File: src/hdl/rfbd_pkg.sv
// shared constants and types for the reply frame boundary detector
package rfbd_pkg;

  // default header / counter width
  localparam int NUMBER_BITS_DEF = 25;

  // frame byte limit register
  localparam int LIMIT_W = 25;
  localparam logic [LIMIT_W-1:0] LIMIT_RESET = 25'd1048576;
  localparam logic [LIMIT_W-1:0] LIMIT_ONE   = 25'd1;

  // configuration port
  localparam int APB_ADDR_W = 3;
  localparam int APB_DATA_W = 32;
  localparam int REG_IDX_W  = 1;
  localparam logic [REG_IDX_W-1:0] REG_MAX_FRAME_BYTES = 1'b0;

  // stream fields
  localparam int BYTE_W = 8;
  localparam int KIND_W = 3;

  // frame kinds
  localparam logic [KIND_W-1:0] KIND_SIMPLE  = 3'd0;
  localparam logic [KIND_W-1:0] KIND_ERROR   = 3'd1;
  localparam logic [KIND_W-1:0] KIND_INTEGER = 3'd2;
  localparam logic [KIND_W-1:0] KIND_BULK    = 3'd3;
  localparam logic [KIND_W-1:0] KIND_ARRAY   = 3'd4;

  // protocol characters
  localparam logic [BYTE_W-1:0] CH_CR     = 8'h0D;
  localparam logic [BYTE_W-1:0] CH_LF     = 8'h0A;
  localparam logic [BYTE_W-1:0] CH_PLUS   = 8'h2B;
  localparam logic [BYTE_W-1:0] CH_MINUS  = 8'h2D;
  localparam logic [BYTE_W-1:0] CH_COLON  = 8'h3A;
  localparam logic [BYTE_W-1:0] CH_DOLLAR = 8'h24;
  localparam logic [BYTE_W-1:0] CH_STAR   = 8'h2A;
  localparam logic [BYTE_W-1:0] CH_ZERO   = 8'h30;
  localparam logic [BYTE_W-1:0] CH_NINE   = 8'h39;

  // parser phase, one-hot
  typedef enum logic [8:0] {
    PH_TYPE      = 9'b000000001,
    PH_LINE      = 9'b000000010,
    PH_BULK_HDR  = 9'b000000100,
    PH_ARR_HDR   = 9'b000001000,
    PH_ITEM_TYPE = 9'b000010000,
    PH_ITEM_HDR  = 9'b000100000,
    PH_BULK_BODY = 9'b001000000,
    PH_ITEM_BODY = 9'b010000000,
    PH_STUCK     = 9'b100000000
  } phase_t;

endpackage

File: src/hdl/rfbd_byte_if.sv
// byte stream channel: valid, ready and one raw byte
interface rfbd_byte_if;
  logic                           valid;
  logic                           ready;
  logic [rfbd_pkg::BYTE_W-1:0]    data_byte;

  modport source (output valid, output data_byte, input ready);
  modport sink (input valid, input data_byte, output ready);
endinterface

File: src/hdl/rfbd_result_if.sv
// result channel: valid, ready and the per-byte frame status
interface rfbd_result_if;
  logic                           valid;
  logic                           ready;
  logic                           frame_done;
  logic [rfbd_pkg::KIND_W-1:0]    frame_kind;
  logic                           null_bulk;
  logic                           stuck;
  logic                           oversize;

  modport source (output valid, output frame_done, output frame_kind, output null_bulk,
                  output stuck, output oversize, input ready);
  modport sink (input valid, input frame_done, input frame_kind, input null_bulk,
                input stuck, input oversize, output ready);
endinterface

File: src/hdl/resp_frame_boundary_detector.sv
// top level: reply frame boundary detector with register port
//
// Takes one reply stream byte per transaction and returns one status transaction per byte:
// whether the byte completes a reply frame, the frame kind, null bulk, stuck and the
// latched oversize error. Throughput is one byte per clock cycle while frame_info takes each
// status; each status appears in the cycle after its byte is accepted, from a single output
// register. byte_stream.ready drops only while that register holds a status that frame_info has
// not taken. The frame limit register (address 0) should be written only while the stream is
// idle; oversize and stuck clear only on reset.
module resp_frame_boundary_detector #(
  parameter int NUMBER_BITS = rfbd_pkg::NUMBER_BITS_DEF
) (
  input  logic                              clk,
  input  logic                              rst,
  input  logic                              psel,
  input  logic                              penable,
  input  logic                              pwrite,
  input  logic [rfbd_pkg::APB_ADDR_W-1:0]   paddr,
  input  logic [rfbd_pkg::APB_DATA_W-1:0]   pwdata,
  output logic [rfbd_pkg::APB_DATA_W-1:0]   prdata,
  output logic                              pready,
  rfbd_byte_if.sink                         byte_stream,
  rfbd_result_if.source                     frame_info
);

  localparam logic [NUMBER_BITS-1:0] NUM_ZERO = '0;
  localparam logic [NUMBER_BITS-1:0] NUM_ONE  = NUMBER_BITS'(1);
  localparam logic [NUMBER_BITS-1:0] NUM_TWO  = NUMBER_BITS'(2);
  localparam logic [NUMBER_BITS-1:0] NUM_MAX  = '1;

  // state registers
  rfbd_pkg::phase_t                 phase, phase_next;
  logic [rfbd_pkg::KIND_W-1:0]      kind_reg, kind_reg_next;
  logic                             saw_cr, saw_cr_next;
  logic                             header_negative, header_negative_next;
  logic                             header_digit_seen, header_digit_seen_next;
  logic [NUMBER_BITS-1:0]           header_value, header_value_next;
  logic [NUMBER_BITS-1:0]           payload_left, payload_left_next;
  logic [NUMBER_BITS-1:0]           items_left, items_left_next;
  logic [rfbd_pkg::LIMIT_W-1:0]     frame_bytes, frame_bytes_next;
  logic                             stuck_flag, stuck_flag_next;
  logic                             oversize_latch, oversize_latch_next;
  logic [rfbd_pkg::LIMIT_W-1:0]     max_frame_bytes;

  // result register
  logic                             out_valid;
  logic                             out_done, out_done_next;
  logic [rfbd_pkg::KIND_W-1:0]      out_kind;
  logic                             out_null, out_null_next;

  logic                             in_fire;
  logic                             cfg_write;
  logic                             cfg_hit;
  logic [rfbd_pkg::BYTE_W-1:0]      b;

  // header parse helpers
  logic                             is_digit;
  logic [NUMBER_BITS+3:0]           hv_ext;
  logic [NUMBER_BITS+3:0]           hv_x10;
  logic [NUMBER_BITS-1:0]           hv_sat;
  logic [NUMBER_BITS:0]             hv_plus2_ext;
  logic [NUMBER_BITS-1:0]           hv_plus2;
  logic                             hdr_bad;
  logic                             hdr_end;
  logic                             hdr_saw_cr;
  logic                             hdr_negative;
  logic                             hdr_digit_seen;
  logic [NUMBER_BITS-1:0]           hdr_value;
  logic [NUMBER_BITS-1:0]           payload_dec;
  logic [NUMBER_BITS-1:0]           items_dec;

  // handshakes
  assign in_fire = byte_stream.valid && byte_stream.ready;
  assign byte_stream.ready = !out_valid || frame_info.ready;
  assign b = byte_stream.data_byte;

  // register port
  assign pready    = 1'b1;
  assign cfg_hit   = (paddr[rfbd_pkg::APB_ADDR_W-1:2] == rfbd_pkg::REG_MAX_FRAME_BYTES);
  assign cfg_write = psel && penable && pwrite && pready;

  always_comb begin
    if (cfg_hit) begin
      prdata = {{(rfbd_pkg::APB_DATA_W-rfbd_pkg::LIMIT_W){1'b0}}, max_frame_bytes};
    end else begin
      prdata = '0;
    end
  end

  always_ff @(posedge clk) begin
    if (rst) begin
      max_frame_bytes <= rfbd_pkg::LIMIT_RESET;
    end else if (cfg_write && cfg_hit) begin
      max_frame_bytes <= pwdata[rfbd_pkg::LIMIT_W-1:0];
    end
  end

  // decimal accumulate with saturation, and length plus trailer
  assign is_digit     = (b >= rfbd_pkg::CH_ZERO) && (b <= rfbd_pkg::CH_NINE);
  assign hv_ext       = {4'b0000, header_value};
  assign hv_x10       = (hv_ext << 3) + (hv_ext << 1) + {{NUMBER_BITS{1'b0}}, b[3:0]};
  assign hv_sat       = (hv_x10[NUMBER_BITS+3:NUMBER_BITS] != 4'b0000) ? NUM_MAX
                                                                      : hv_x10[NUMBER_BITS-1:0];
  assign hv_plus2_ext = {1'b0, header_value} + {1'b0, NUM_TWO};
  assign hv_plus2     = hv_plus2_ext[NUMBER_BITS] ? NUM_MAX : hv_plus2_ext[NUMBER_BITS-1:0];
  assign payload_dec  = (payload_left != NUM_ZERO) ? payload_left - NUM_ONE : payload_left;
  assign items_dec    = (items_left != NUM_ZERO) ? items_left - NUM_ONE : items_left;

  // header byte: length digits, optional leading minus, then cr lf
  always_comb begin
    hdr_bad        = 1'b0;
    hdr_end        = 1'b0;
    hdr_saw_cr     = saw_cr;
    hdr_negative   = header_negative;
    hdr_digit_seen = header_digit_seen;
    hdr_value      = header_value;
    if (saw_cr) begin
      if (b == rfbd_pkg::CH_LF && header_digit_seen) begin
        hdr_end = 1'b1;
      end else begin
        hdr_bad = 1'b1;
      end
    end else if (b == rfbd_pkg::CH_CR) begin
      hdr_saw_cr = 1'b1;
    end else if (b == rfbd_pkg::CH_MINUS && !header_digit_seen && !header_negative) begin
      hdr_negative = 1'b1;
    end else if (is_digit) begin
      hdr_value      = hv_sat;
      hdr_digit_seen = 1'b1;
    end else begin
      hdr_bad = 1'b1;
    end
  end

  // frame parser next state for the byte at the input
  always_comb begin
    phase_next             = phase;
    kind_reg_next          = kind_reg;
    saw_cr_next            = saw_cr;
    header_negative_next   = header_negative;
    header_digit_seen_next = header_digit_seen;
    header_value_next      = header_value;
    payload_left_next      = payload_left;
    items_left_next        = items_left;
    frame_bytes_next       = frame_bytes;
    stuck_flag_next        = stuck_flag;
    oversize_latch_next    = oversize_latch;
    out_done_next          = 1'b0;
    out_null_next          = 1'b0;

    if (!oversize_latch) begin
      if (frame_bytes >= max_frame_bytes) begin
        oversize_latch_next = 1'b1;
      end else begin
        frame_bytes_next = frame_bytes + rfbd_pkg::LIMIT_ONE;
        unique case (phase) inside
          rfbd_pkg::PH_TYPE: begin
            saw_cr_next            = 1'b0;
            header_negative_next   = 1'b0;
            header_digit_seen_next = 1'b0;
            header_value_next      = NUM_ZERO;
            if (b == rfbd_pkg::CH_PLUS) begin
              kind_reg_next = rfbd_pkg::KIND_SIMPLE;
              phase_next    = rfbd_pkg::PH_LINE;
            end else if (b == rfbd_pkg::CH_MINUS) begin
              kind_reg_next = rfbd_pkg::KIND_ERROR;
              phase_next    = rfbd_pkg::PH_LINE;
            end else if (b == rfbd_pkg::CH_COLON) begin
              kind_reg_next = rfbd_pkg::KIND_INTEGER;
              phase_next    = rfbd_pkg::PH_LINE;
            end else if (b == rfbd_pkg::CH_DOLLAR) begin
              kind_reg_next = rfbd_pkg::KIND_BULK;
              phase_next    = rfbd_pkg::PH_BULK_HDR;
            end else if (b == rfbd_pkg::CH_STAR) begin
              kind_reg_next = rfbd_pkg::KIND_ARRAY;
              phase_next    = rfbd_pkg::PH_ARR_HDR;
            end else begin
              kind_reg_next   = rfbd_pkg::KIND_SIMPLE;
              stuck_flag_next = 1'b1;
              phase_next      = rfbd_pkg::PH_STUCK;
            end
          end
          rfbd_pkg::PH_LINE: begin
            if (saw_cr && b == rfbd_pkg::CH_LF) begin
              out_done_next = 1'b1;
            end else begin
              saw_cr_next = (b == rfbd_pkg::CH_CR);
            end
          end
          rfbd_pkg::PH_BULK_HDR: begin
            saw_cr_next            = hdr_saw_cr;
            header_negative_next   = hdr_negative;
            header_digit_seen_next = hdr_digit_seen;
            header_value_next      = hdr_value;
            if (hdr_bad) begin
              stuck_flag_next = 1'b1;
              phase_next      = rfbd_pkg::PH_STUCK;
            end else if (hdr_end) begin
              if (header_negative && header_value == NUM_ONE) begin
                out_done_next = 1'b1;
                out_null_next = 1'b1;
              end else if (header_negative && header_value != NUM_ZERO) begin
                stuck_flag_next = 1'b1;
                phase_next      = rfbd_pkg::PH_STUCK;
              end else begin
                payload_left_next = hv_plus2;
                phase_next        = rfbd_pkg::PH_BULK_BODY;
              end
            end
          end
          rfbd_pkg::PH_ARR_HDR, rfbd_pkg::PH_ITEM_HDR: begin
            saw_cr_next            = hdr_saw_cr;
            header_negative_next   = hdr_negative;
            header_digit_seen_next = hdr_digit_seen;
            header_value_next      = hdr_value;
            if (hdr_bad || (hdr_end && header_negative && header_value != NUM_ZERO)) begin
              stuck_flag_next = 1'b1;
              phase_next      = rfbd_pkg::PH_STUCK;
            end else if (hdr_end) begin
              if (phase == rfbd_pkg::PH_ARR_HDR) begin
                items_left_next = header_value;
                if (header_value == NUM_ZERO) begin
                  out_done_next = 1'b1;
                end else begin
                  phase_next = rfbd_pkg::PH_ITEM_TYPE;
                end
              end else begin
                payload_left_next = hv_plus2;
                phase_next        = rfbd_pkg::PH_ITEM_BODY;
              end
            end
          end
          rfbd_pkg::PH_ITEM_TYPE: begin
            saw_cr_next            = 1'b0;
            header_negative_next   = 1'b0;
            header_digit_seen_next = 1'b0;
            header_value_next      = NUM_ZERO;
            if (b == rfbd_pkg::CH_DOLLAR) begin
              phase_next = rfbd_pkg::PH_ITEM_HDR;
            end else begin
              stuck_flag_next = 1'b1;
              phase_next      = rfbd_pkg::PH_STUCK;
            end
          end
          rfbd_pkg::PH_BULK_BODY, rfbd_pkg::PH_ITEM_BODY: begin
            payload_left_next = payload_dec;
            if (payload_dec == NUM_ZERO) begin
              if (phase == rfbd_pkg::PH_BULK_BODY) begin
                out_done_next = 1'b1;
              end else begin
                items_left_next = items_dec;
                if (items_dec == NUM_ZERO) begin
                  out_done_next = 1'b1;
                end else begin
                  phase_next = rfbd_pkg::PH_ITEM_TYPE;
                end
              end
            end
          end
          default: begin
            stuck_flag_next = 1'b1;
            phase_next      = rfbd_pkg::PH_STUCK;
          end
        endcase
      end
    end
  end

  // parser state, cleared for the next frame on completion
  always_ff @(posedge clk) begin
    if (rst) begin
      phase             <= rfbd_pkg::PH_TYPE;
      kind_reg          <= rfbd_pkg::KIND_SIMPLE;
      saw_cr            <= 1'b0;
      header_negative   <= 1'b0;
      header_digit_seen <= 1'b0;
      header_value      <= NUM_ZERO;
      payload_left      <= NUM_ZERO;
      items_left        <= NUM_ZERO;
      frame_bytes       <= '0;
      stuck_flag        <= 1'b0;
      oversize_latch    <= 1'b0;
    end else if (in_fire) begin
      stuck_flag     <= stuck_flag_next;
      oversize_latch <= oversize_latch_next;
      if (out_done_next) begin
        phase             <= rfbd_pkg::PH_TYPE;
        kind_reg          <= rfbd_pkg::KIND_SIMPLE;
        saw_cr            <= 1'b0;
        header_negative   <= 1'b0;
        header_digit_seen <= 1'b0;
        header_value      <= NUM_ZERO;
        payload_left      <= NUM_ZERO;
        items_left        <= NUM_ZERO;
        frame_bytes       <= '0;
      end else begin
        phase             <= phase_next;
        kind_reg          <= kind_reg_next;
        saw_cr            <= saw_cr_next;
        header_negative   <= header_negative_next;
        header_digit_seen <= header_digit_seen_next;
        header_value      <= header_value_next;
        payload_left      <= payload_left_next;
        items_left        <= items_left_next;
        frame_bytes       <= frame_bytes_next;
      end
    end
  end

  // result register valid
  always_ff @(posedge clk) begin
    if (rst) begin
      out_valid <= 1'b0;
    end else if (in_fire) begin
      out_valid <= 1'b1;
    end else if (frame_info.ready) begin
      out_valid <= 1'b0;
    end
  end

  // result register payload
  always_ff @(posedge clk) begin
    if (in_fire) begin
      out_done <= out_done_next;
      out_kind <= kind_reg_next;
      out_null <= out_null_next;
    end
  end

  assign frame_info.valid      = out_valid;
  assign frame_info.frame_done = out_done;
  assign frame_info.frame_kind = out_kind;
  assign frame_info.null_bulk  = out_null;
  assign frame_info.stuck      = stuck_flag;
  assign frame_info.oversize   = oversize_latch;

`ifndef NO_ASSERTIONS
  // oversize error holds until reset
  a_oversize_sticky: assert property (@(posedge clk) disable iff (rst)
    oversize_latch |=> oversize_latch)
    else $error("oversize latch cleared without reset");

  // a malformed frame stays stuck until reset
  a_stuck_sticky: assert property (@(posedge clk) disable iff (rst)
    stuck_flag |=> stuck_flag)
    else $error("stuck flag cleared without reset");

  // a completed frame is never stuck or oversize
  a_done_clean: assert property (@(posedge clk) disable iff (rst)
    (frame_info.valid && frame_info.frame_done) |-> (!frame_info.stuck && !frame_info.oversize))
    else $error("frame completed while stuck or oversize");

  // null marks only a completed bulk frame
  a_null_is_bulk: assert property (@(posedge clk) disable iff (rst)
    (frame_info.valid && frame_info.null_bulk)
      |-> (frame_info.frame_done && frame_info.frame_kind == rfbd_pkg::KIND_BULK))
    else $error("null bulk without completed bulk frame");

  // a held result blocks new bytes
  a_stall_blocks: assert property (@(posedge clk) disable iff (rst)
    (out_valid && !frame_info.ready) |-> !byte_stream.ready)
    else $error("byte accepted while result register held");
`endif

endmodule

File: src/flat_wrapper.sv
// flat-port wrapper written by rule: the top's interface ports become plain ports
module resp_frame_boundary_detector_flat 
#(
  parameter int NUMBER_BITS = rfbd_pkg::NUMBER_BITS_DEF
)
  (clk, rst, psel, penable, pwrite, paddr, pwdata, prdata, pready, byte_stream_valid, byte_stream_data_byte, byte_stream_ready, frame_info_valid, frame_info_frame_done, frame_info_frame_kind, frame_info_null_bulk, frame_info_stuck, frame_info_oversize, frame_info_ready);
  rfbd_byte_if byte_stream_i ();
  rfbd_result_if frame_info_i ();
  input  logic clk;
  input  logic rst;
  input  logic psel;
  input  logic penable;
  input  logic pwrite;
  input  logic [rfbd_pkg::APB_ADDR_W-1:0] paddr;
  input  logic [rfbd_pkg::APB_DATA_W-1:0] pwdata;
  output logic [rfbd_pkg::APB_DATA_W-1:0] prdata;
  output logic pready;
  input wire logic [$bits(byte_stream_i.valid)-1:0] byte_stream_valid;
  input wire logic [$bits(byte_stream_i.data_byte)-1:0] byte_stream_data_byte;
  output wire logic [$bits(byte_stream_i.ready)-1:0] byte_stream_ready;
  output wire logic [$bits(frame_info_i.valid)-1:0] frame_info_valid;
  output wire logic [$bits(frame_info_i.frame_done)-1:0] frame_info_frame_done;
  output wire logic [$bits(frame_info_i.frame_kind)-1:0] frame_info_frame_kind;
  output wire logic [$bits(frame_info_i.null_bulk)-1:0] frame_info_null_bulk;
  output wire logic [$bits(frame_info_i.stuck)-1:0] frame_info_stuck;
  output wire logic [$bits(frame_info_i.oversize)-1:0] frame_info_oversize;
  input wire logic [$bits(frame_info_i.ready)-1:0] frame_info_ready;
  assign byte_stream_i.valid = byte_stream_valid;
  assign byte_stream_i.data_byte = byte_stream_data_byte;
  assign byte_stream_ready = byte_stream_i.ready;
  assign frame_info_valid = frame_info_i.valid;
  assign frame_info_frame_done = frame_info_i.frame_done;
  assign frame_info_frame_kind = frame_info_i.frame_kind;
  assign frame_info_null_bulk = frame_info_i.null_bulk;
  assign frame_info_stuck = frame_info_i.stuck;
  assign frame_info_oversize = frame_info_i.oversize;
  assign frame_info_i.ready = frame_info_ready;
  resp_frame_boundary_detector #(.NUMBER_BITS(NUMBER_BITS)) u_core (.clk(clk), .rst(rst), .psel(psel), .penable(penable), .pwrite(pwrite), .paddr(paddr), .pwdata(pwdata), .prdata(prdata), .pready(pready), .byte_stream(byte_stream_i), .frame_info(frame_info_i));
endmodule
File: config.mk
export PLATFORM = sky130hd
export DESIGN_NAME = resp_frame_boundary_detector_flat
export DESIGN_NICKNAME = d
export VERILOG_FILES = /design/src/hdl/rfbd_pkg.sv /design/src/hdl/rfbd_byte_if.sv /design/src/hdl/rfbd_result_if.sv /design/src/hdl/resp_frame_boundary_detector.sv /design/src/flat_wrapper.sv
export SDC_FILE = /design/constraint.sdc
export NUM_CORES = 1
export LEC_CHECK = 0
export BUFFER_PORTS_ARGS = -buffer_cell sky130_fd_sc_hd__buf_4
export CAP_MARGIN = 20
export CORE_MARGIN = 3
export CORE_UTILIZATION = 25
export CTS_CLUSTER_DIAMETER = 200
export DETAILED_ROUTE_END_ITERATION = 6
export PLACE_DENSITY = 0.46
export SLEW_MARGIN = 0
export SYNTH_ARGS = -nofsm -noshare
export SYNTH_HDL_FRONTEND = slang
export SYNTH_SLANG_ARGS = --single-unit
File: constraint.sdc
create_clock -name clk -period 4.1 [get_ports clk]
set_input_delay 0.41 -clock clk [delete_from_list [all_inputs] [get_ports clk]]
set_output_delay 0.41 -clock clk [all_outputs]
set_load 0.05 [all_outputs]
==> flow_metrics.py, run 1 <==
metrics = {
    "clock_tree": {
        "clkLatencyLatePin_ns": 0.44,
        "cts_max_level": 4,
        "post_cts_buffers": 0,
        "clock-root-buffer": "clkbuf_16",
        "numClockSinks": 148,
        "cts_tree": "yes",
        "postCtsHoldBufs": 0,
        "clkTransAtPathRegs_ns": 0.07,
        "numCtsBuffers": 17,
        "max-clock-path-buffers": 2,
        "cts-resized-gates": 1,
    },
    "timing": {
        "post-route-period-util": 0.9488,
        "fmax_mhz": 257.1,
        "rsz0062_at_grt": "no",
        "setup_viol": 0,
        "slew_headroom": 0.3624,
        "worst_slew_pin_slew_ns": 0.9553,
        "hold_violations": 0,
        "skew_ns": 0.01312,
        "fin_hold_ws_ns": 0.2033,
        "min_period_ns": 3.890,
        "slew_viol_final": 0,
    },
    "route": {
        "drtIter0Drc": 668,
        "vias_per_cell": 5.252,
        "wirelength_microns": 36450,
        "drc": 0,
        "top_layer": "met4",
        "wl_met2_microns": 16810,
        "wl_per_cell_microns": 16.92,
        "dr.pass1.iters": 7,
        "wl_met1_microns": 17490,
        "routed-via-count": 11310,
        "ant_nets": 0,
        "met3_length_microns": 1589,
    },
    "floorplan": {
        "core_area_sq_um": 43650,
        "dieHeight_microns": 217.4,
        "die_w_microns": 217.4,
        "start_util": 0.2559,
        "rows": 76,
        "dieArea_sq_um": 47250,
        "pin_count": 92,
    },
    "final_layout": {
        "syn_to_final_growth_pct": 20.49,
        "final_core_util": 0.3083,
        "drive_gt1_frac": 0.1498,
        "n_antenna_cell": 0,
        "nets": 1687,
    },
    "pwr": {
        "leakage_nw": 5.525,
        "vdd_ir_drop_max_mv": 0.2599,
        "finalPower_mw": 3.365,
        "power.density_nw_per_um2": 250.1,
    },
    "yosys": {
        "synth-edff-count": 5,
        "yosysSeqAreaShare": 0.2697,
        "synth_warnings": 0,
        "synth-main-ff-cell": "dfxtp_1",
        "synthArstFlopShare": 0,
        "postSynthRegisterBits": 148,
        "synth.avg_cell_area_sq_um": 7.671,
        "synth_cells": 1456,
        "ys_types": 88,
        "netlist_area_sq_um": 11170,
    },
    "worst_setup_path": {
        "crit_type": "reg -> reg",
        "r2r-start": "u_core.header_value[24]",
        "crit_fanout": 5,
        "end_kind": "flip-flop",
        "r2r_cells": 9,
        "cp_num_buf_inv": 0,
        "r2r-end": "u_core.payload_left[0]",
        "startpoint_type": "flip-flop",
        "required_ns": 4.48,
        "cpMaxStageDelayCell": "or4b_2",
        "critPathTopFamily": "simple AND/OR/NAND/NOR gates",
        "slowest_delay_ns": 0.68,
        "cp.arrival_ns": 4.27,
        "reg2reg_slack_ns": 0.21,
        "cp_cell_sequence": "nor4_1 > nand4_1 > o31a_1 > o31ai_1 > nand3_1 > or4b_2 > a31oi_1 > o221a_2 > a21o_1",
    },
    "grt": {
        "grt.overflow.total": 0,
        "grt_pass1_vias": 10610,
        "grt_pass1_wl_microns": 58260,
        "grt_max_degree": 65,
        "antenna_found_initial": 0,
        "grtUsageTotal": 0.1514,
    },
    "min_path": {
        "whs_endpoint": "u_core.max_frame_bytes[20]",
        "min_from": "pwdata[20]",
        "hold_path_class": "in -> reg",
        "whs_path_depth": 3,
    },
    "run": {
        "maxCapViolations": 0,
    },
    "placed_design": {
        "gp_congestion": 0.8678,
        "io_buffers": 74,
        "hpwl_microns": 27420,
    },
    "status": {
        "outcome": "finished clean",
    },
}
## per-stage QoR
| stage | setup TNS, ns | cells | setup slack, ns | area [sq um] |
|---|---|---|---|---|
| 2_1_floorplan | 0 | 1462 | 0.4967 | 11190 |
| 3_3_place_gp | -0.02834 | 2121 | -0.006017 | 12860 |
| 3_5_place_dp | -0.6672 | 2121 | -0.03439 | 12860 |
| 4_1_cts | 0 | 2153 | 0.08338 | 13440 |
| 5_1_grt | 0 | 2154 | 0.01626 | 13460 |
| 6_report | 0 | 2154 | 0.2097 | 13460 |
## cell families (layout without fill, tap and decap cells)
group | after synthesis | after routing | share of synthesized area
other | 2 | 8 | 0.0006724
xor gates and xnor gates | 73 | 73 | 0.05724
DFF | 148 | 148 | 0.2697
buffers and inverters | 145 | 252 | 0.05646
AOI/OAI and AO/OA | 394 | 394 | 0.2443
adders and majority gates | 81 | 81 | 0.09208
muxes | 6 | 6 | 0.005713
and+or+nand+nor | 607 | 607 | 0.2738
## worst max path at each step
stage / startpoint / to / slack, ns / cells past startpoint
final: u_core.header_value[24] / u_core.payload_left[0] / 0.21 / 9
after global routing: u_core.header_value[1] / u_core.payload_left[0] / 0.02 / 9
after CTS: u_core.payload_left[1] / u_core.header_value[9] / 0.08 / 13
after detailed placement: u_core.payload_left[1] / u_core.header_value[24] / -0.03 / 13
after global placement: u_core.payload_left[0] / u_core.header_value[17] / -0.006 / 13
after floorplan: u_core.items_left[0] / u_core.header_value[14] / 0.50 / 14
## layout by cell type, fill, tap and decap left out, types with 17 or more instances in the layout
cell type  count
nor2_1       159
buf_4        156
dfxtp_1      143
nand2_1      138
a21oi_1       90
ha_1          79
nor3_1        60
o21ai_0       55
inv_1         54
nand3_1       51
xnor2_1       40
nor4_1        39
nand4_1       37
xor2_1        33
a21o_1        32
o2bb2ai_1     29
a31oi_1       18
clkbuf_16     17
## per-layer routing
layer,global-route usage,vias up
met2,0.2501,258
met3,0.02262,42
met5,0,-
met1,0.2075,5391
met4,0.03783,0
li1,-,5621
## Yosys cell counts, types with 10 or more instances
master | n | area [sq um]
a211oi_1 | 11 | 82.58
a21o_1 | 32 | 240.2
a21oi_1 | 90 | 450.4
a221oi_1 | 12 | 105.1
a31oi_1 | 18 | 112.6
a32oi_1 | 10 | 87.58
and3_1 | 13 | 81.33
and4_1 | 12 | 105.1
buf_2 | 23 | 115.1
clkbuf_1 | 51 | 191.4
dfxtp_1 | 143 | 2863
ha_1 | 79 | 988.5
inv_1 | 54 | 202.7
nand2_1 | 138 | 518.0
nand3_1 | 51 | 255.2
nand4_1 | 37 | 231.5
nor2_1 | 159 | 596.8
nor3_1 | 62 | 310.3
nor4_1 | 40 | 250.2
o211ai_1 | 13 | 97.59
o21ai_0 | 56 | 280.3
o21ai_1 | 14 | 70.07
o2bb2ai_1 | 29 | 254.0
o31ai_1 | 10 | 75.07
or3_1 | 16 | 100.1
or4_1 | 16 | 120.1
xnor2_1 | 40 | 350.3
xor2_1 | 33 | 289.0
## report_power, final
group	switching [mW]	internal, mW	total, mW	leakage (nW)
registers	0.0173	1.46	1.48	1.21
logic	0.205	0.111	0.316	4.06
clock network	0.672	0.897	1.57	0.263
total	0.894	2.47	3.37	5.53
## worst reg2reg max path: cells and delay by family (launching register included)
kind / cells / cell delay, ns
compound gates: 5 / 1.63
flops: 1 / 0.36
simple gates: 4 / 1.83
## cell type report
cell class | count | area (sq um)
clock buffers | 20 | 436.7
clock inverters | 12 | 133.9
fillers | 4649 | 30190
inverters | 54 | 202.7
multi-input cells | 1169 | 7577
flip-flops and latches | 148 | 3013
well taps | 585 | 732.0
repair buffers | 166 | 1363
(Power assumes the default switching activity.)
==> run 2, diff against run 1 <==
--- a/config.mk
+++ b/config.mk
@@ -13,4 +13,3 @@
 export DETAILED_ROUTE_END_ITERATION = 6
-export PLACE_DENSITY = 0.46
-export SLEW_MARGIN = 0
+export SLEW_MARGIN = 5
 export SYNTH_ARGS = -nofsm -noshare
==> constraint.sdc (replaced) <==
create_clock -name clk -period 4.1 [get_ports clk]
set_input_delay 0.205 -clock clk [delete_from_list [all_inputs] [get_ports clk]]
set_output_delay 0.205 -clock clk [all_outputs]
set_load 0.05 [all_outputs]
==> flow_metrics.py, run 2 (synthesis results as in run 1) <==
metrics = {
    "timing": {
        "setup_ws_ns": 0.1510,
        "rsz0062_at_grt": "no",
        "post-route-period-util": 0.9632,
        "hold_violations": 0,
        "slew_headroom": 0.3259,
        "slew_viol_final": 0,
        "finalSetupTns_ns": 0,
        "setup_viol": 0,
        "fin_hold_ws_ns": 0.01440,
        "min_period_ns": 3.949,
        "fmax_mhz": 253.2,
        "worst_slew_pin_slew_ns": 1.011,
        "skew_ns": 0.01097,
    },
    "route": {
        "top_layer": "met4",
        "met3_length_microns": 2331,
        "dr.pass1.iters": 5,
        "ant_nets": 0,
        "routed-via-count": 11490,
        "wl_per_cell_microns": 16.64,
        "drc": 0,
        "vias_per_cell": 5.353,
        "wl_met1_microns": 16380,
        "wl_met2_microns": 16360,
        "drtIter0Drc": 999,
        "wirelength_microns": 35700,
    },
    "worst_setup_path": {
        "end_kind": "flip-flop",
        "endpoint": "u_core.payload_left[7]",
        "crit_type": "reg -> reg",
        "startpoint_type": "flip-flop",
        "r2r-end": "u_core.payload_left[7]",
        "r2r_cells": 11,
        "cp.arrival_ns": 4.28,
        "crit_start": "u_core.payload_left[4]",
        "crit_fanout": 25,
        "r2r-start": "u_core.payload_left[4]",
        "required_ns": 4.43,
        "reg2reg_slack_ns": 0.15,
    },
    "final_layout": {
        "n_antenna_cell": 0,
        "drive_gt1_frac": 0.1493,
        "layout_commonest_cell": "nor2_1",
        "fill_cells": 4645,
        "multi_input_area_sq_um": 7607,
        "ff_latch_area_sq_um": 3013,
        "final_cell_mix": "nor2_1 (159), buf_4 (152), dfxtp_1 (143), nand2_1 (138), a21oi_1 (90)",
        "final_core_util": 0.3073,
        "syn_to_final_growth_pct": 20.07,
        "nets": 1679,
    },
    "clock_tree": {
        "cts_max_level": 4,
        "max-clock-path-buffers": 2,
        "clock-root-buffer": "clkbuf_16",
        "clkTransAtPathRegs_ns": 0.06,
        "clkLatencyLatePin_ns": 0.44,
        "numCtsBuffers": 17,
        "cts_tree": "yes",
        "numClockSinks": 148,
    },
    "grt": {
        "grt_pass1_wl_microns": 57590,
        "grtUsageTotal": 0.1481,
        "grt.overflow.total": 0,
        "grt_pass1_vias": 10970,
        "antenna_found_initial": 0,
        "grt_max_degree": 65,
    },
    "min_path": {
        "hold_path_class": "in -> reg",
    },
    "floorplan": {
        "dieHeight_microns": 217.4,
        "die_w_microns": 217.4,
        "core_area_sq_um": 43650,
        "rows": 76,
        "pin_count": 92,
        "dieArea_sq_um": 47250,
        "start_util": 0.2559,
    },
    "pwr": {
        "power.internal_mw": 2.551,
        "leakage_nw": 5.498,
        "vdd_ir_drop_max_mv": 0.2495,
        "p_comb_frac": 0.091,
        "p_seq_frac": 0.432,
        "power.density_nw_per_um2": 255.8,
        "switching_share": 0.2566,
        "power_switching_uw": 880.2,
        "pwr-share-clk": 0.478,
    },
    "run": {
        "maxCapViolations": 0,
    },
    "placed_design": {
        "hpwl_microns": 26790,
        "pre_cts_ws_ns": 0.09122,
        "io_buffers": 74,
        "gp_congestion": 0.9090,
    },
    "status": {
        "outcome": "finished clean",
    },
}
==> run 2: changes by cell type in the layout (fill, tap and decap cells not counted), sizes merged <==
cell / before / now
buf: 166 / 157
clkbuf: 20 / 21
clkinvlp: 5 / 4
dlygate4sd3: 0 / 1
==> run 2: metal layers <==
layer,vias to the layer above,GRT usage
met5,-,0
met4,0,0.04044
met3,50,0.02904
met2,355,0.2460
met1,5452,0.1961
li1,5630,-
==> run 2: critical path, cell delays in order, from the launching register on <==
cell	delay (ns)
dfxtp_1	0.38
or4_4	0.63
or4_1	0.62
o41ai_1	0.41
o311ai_1	0.17
a2111o_1	0.46
nor3_4	0.25
buf_12	0.17
a31o_2	0.17
nor3_2	0.05
buf_4	0.26
a22o_1	0.26
==> run 2: layout make-up <==
class	count	share of cell area
multi-input cells	1169	0.5672
flip-flops and latches	148	0.2246
repair buffers	158	0.09264
well taps	585	0.05458
clock buffers	21	0.03666
inverters	54	0.01511
clock inverters	11	0.009143
==> run 2: power by group through the flow <==
stage | logic (mW) | registers, mW | clock network (mW)
after floorplan | 0.185 | 1.52 | 0
after global placement | 0.303 | 1.51 | 0
after detailed placement | 0.307 | 1.51 | 0
after CTS | 0.309 | 1.48 | 1.66
after global routing | 0.340 | 1.48 | 1.72
final | 0.311 | 1.48 | 1.64
==> run 2: repair_timing <==
item | 4_1_cts | 5_1_grt
buffers inserted | 0 | 4
endpoints found under the hold margin | 1 | 0
setup endpoints to repair | 0 | 110
resized for setup | 0 | 9
hold buffers | 1 | 0
==> run 2: per-stage QoR <==
stage	total power [mW]	instance area [sq um]	instances
after floorplan	1.707	11190	1462
after CTS	3.455	13330	2141
final	3.431	13410	2146
after detailed placement	1.821	12700	2108
after global routing	3.544	13410	2146
after global placement	1.816	12700	2108
==> run 2: worst min-delay path by stage <==
stage | endpoint | startpoint | cells after the start | slack (ns)
global placement | u_core.kind_reg[1] | u_core.kind_reg[1] | 2 | 0.44
finish | u_core.max_frame_bytes[4] | pwdata[4] | 3 | 0.01
floorplan | u_core.frame_info.valid | byte_stream_valid | 2 | 0.33
global route | u_core.max_frame_bytes[22] | pwdata[22] | 3 | 0.02
CTS | u_core.max_frame_bytes[4] | pwdata[4] | 3 | 0.0004
detailed placement | u_core.frame_info.stuck | u_core.frame_info.stuck | 2 | 0.44
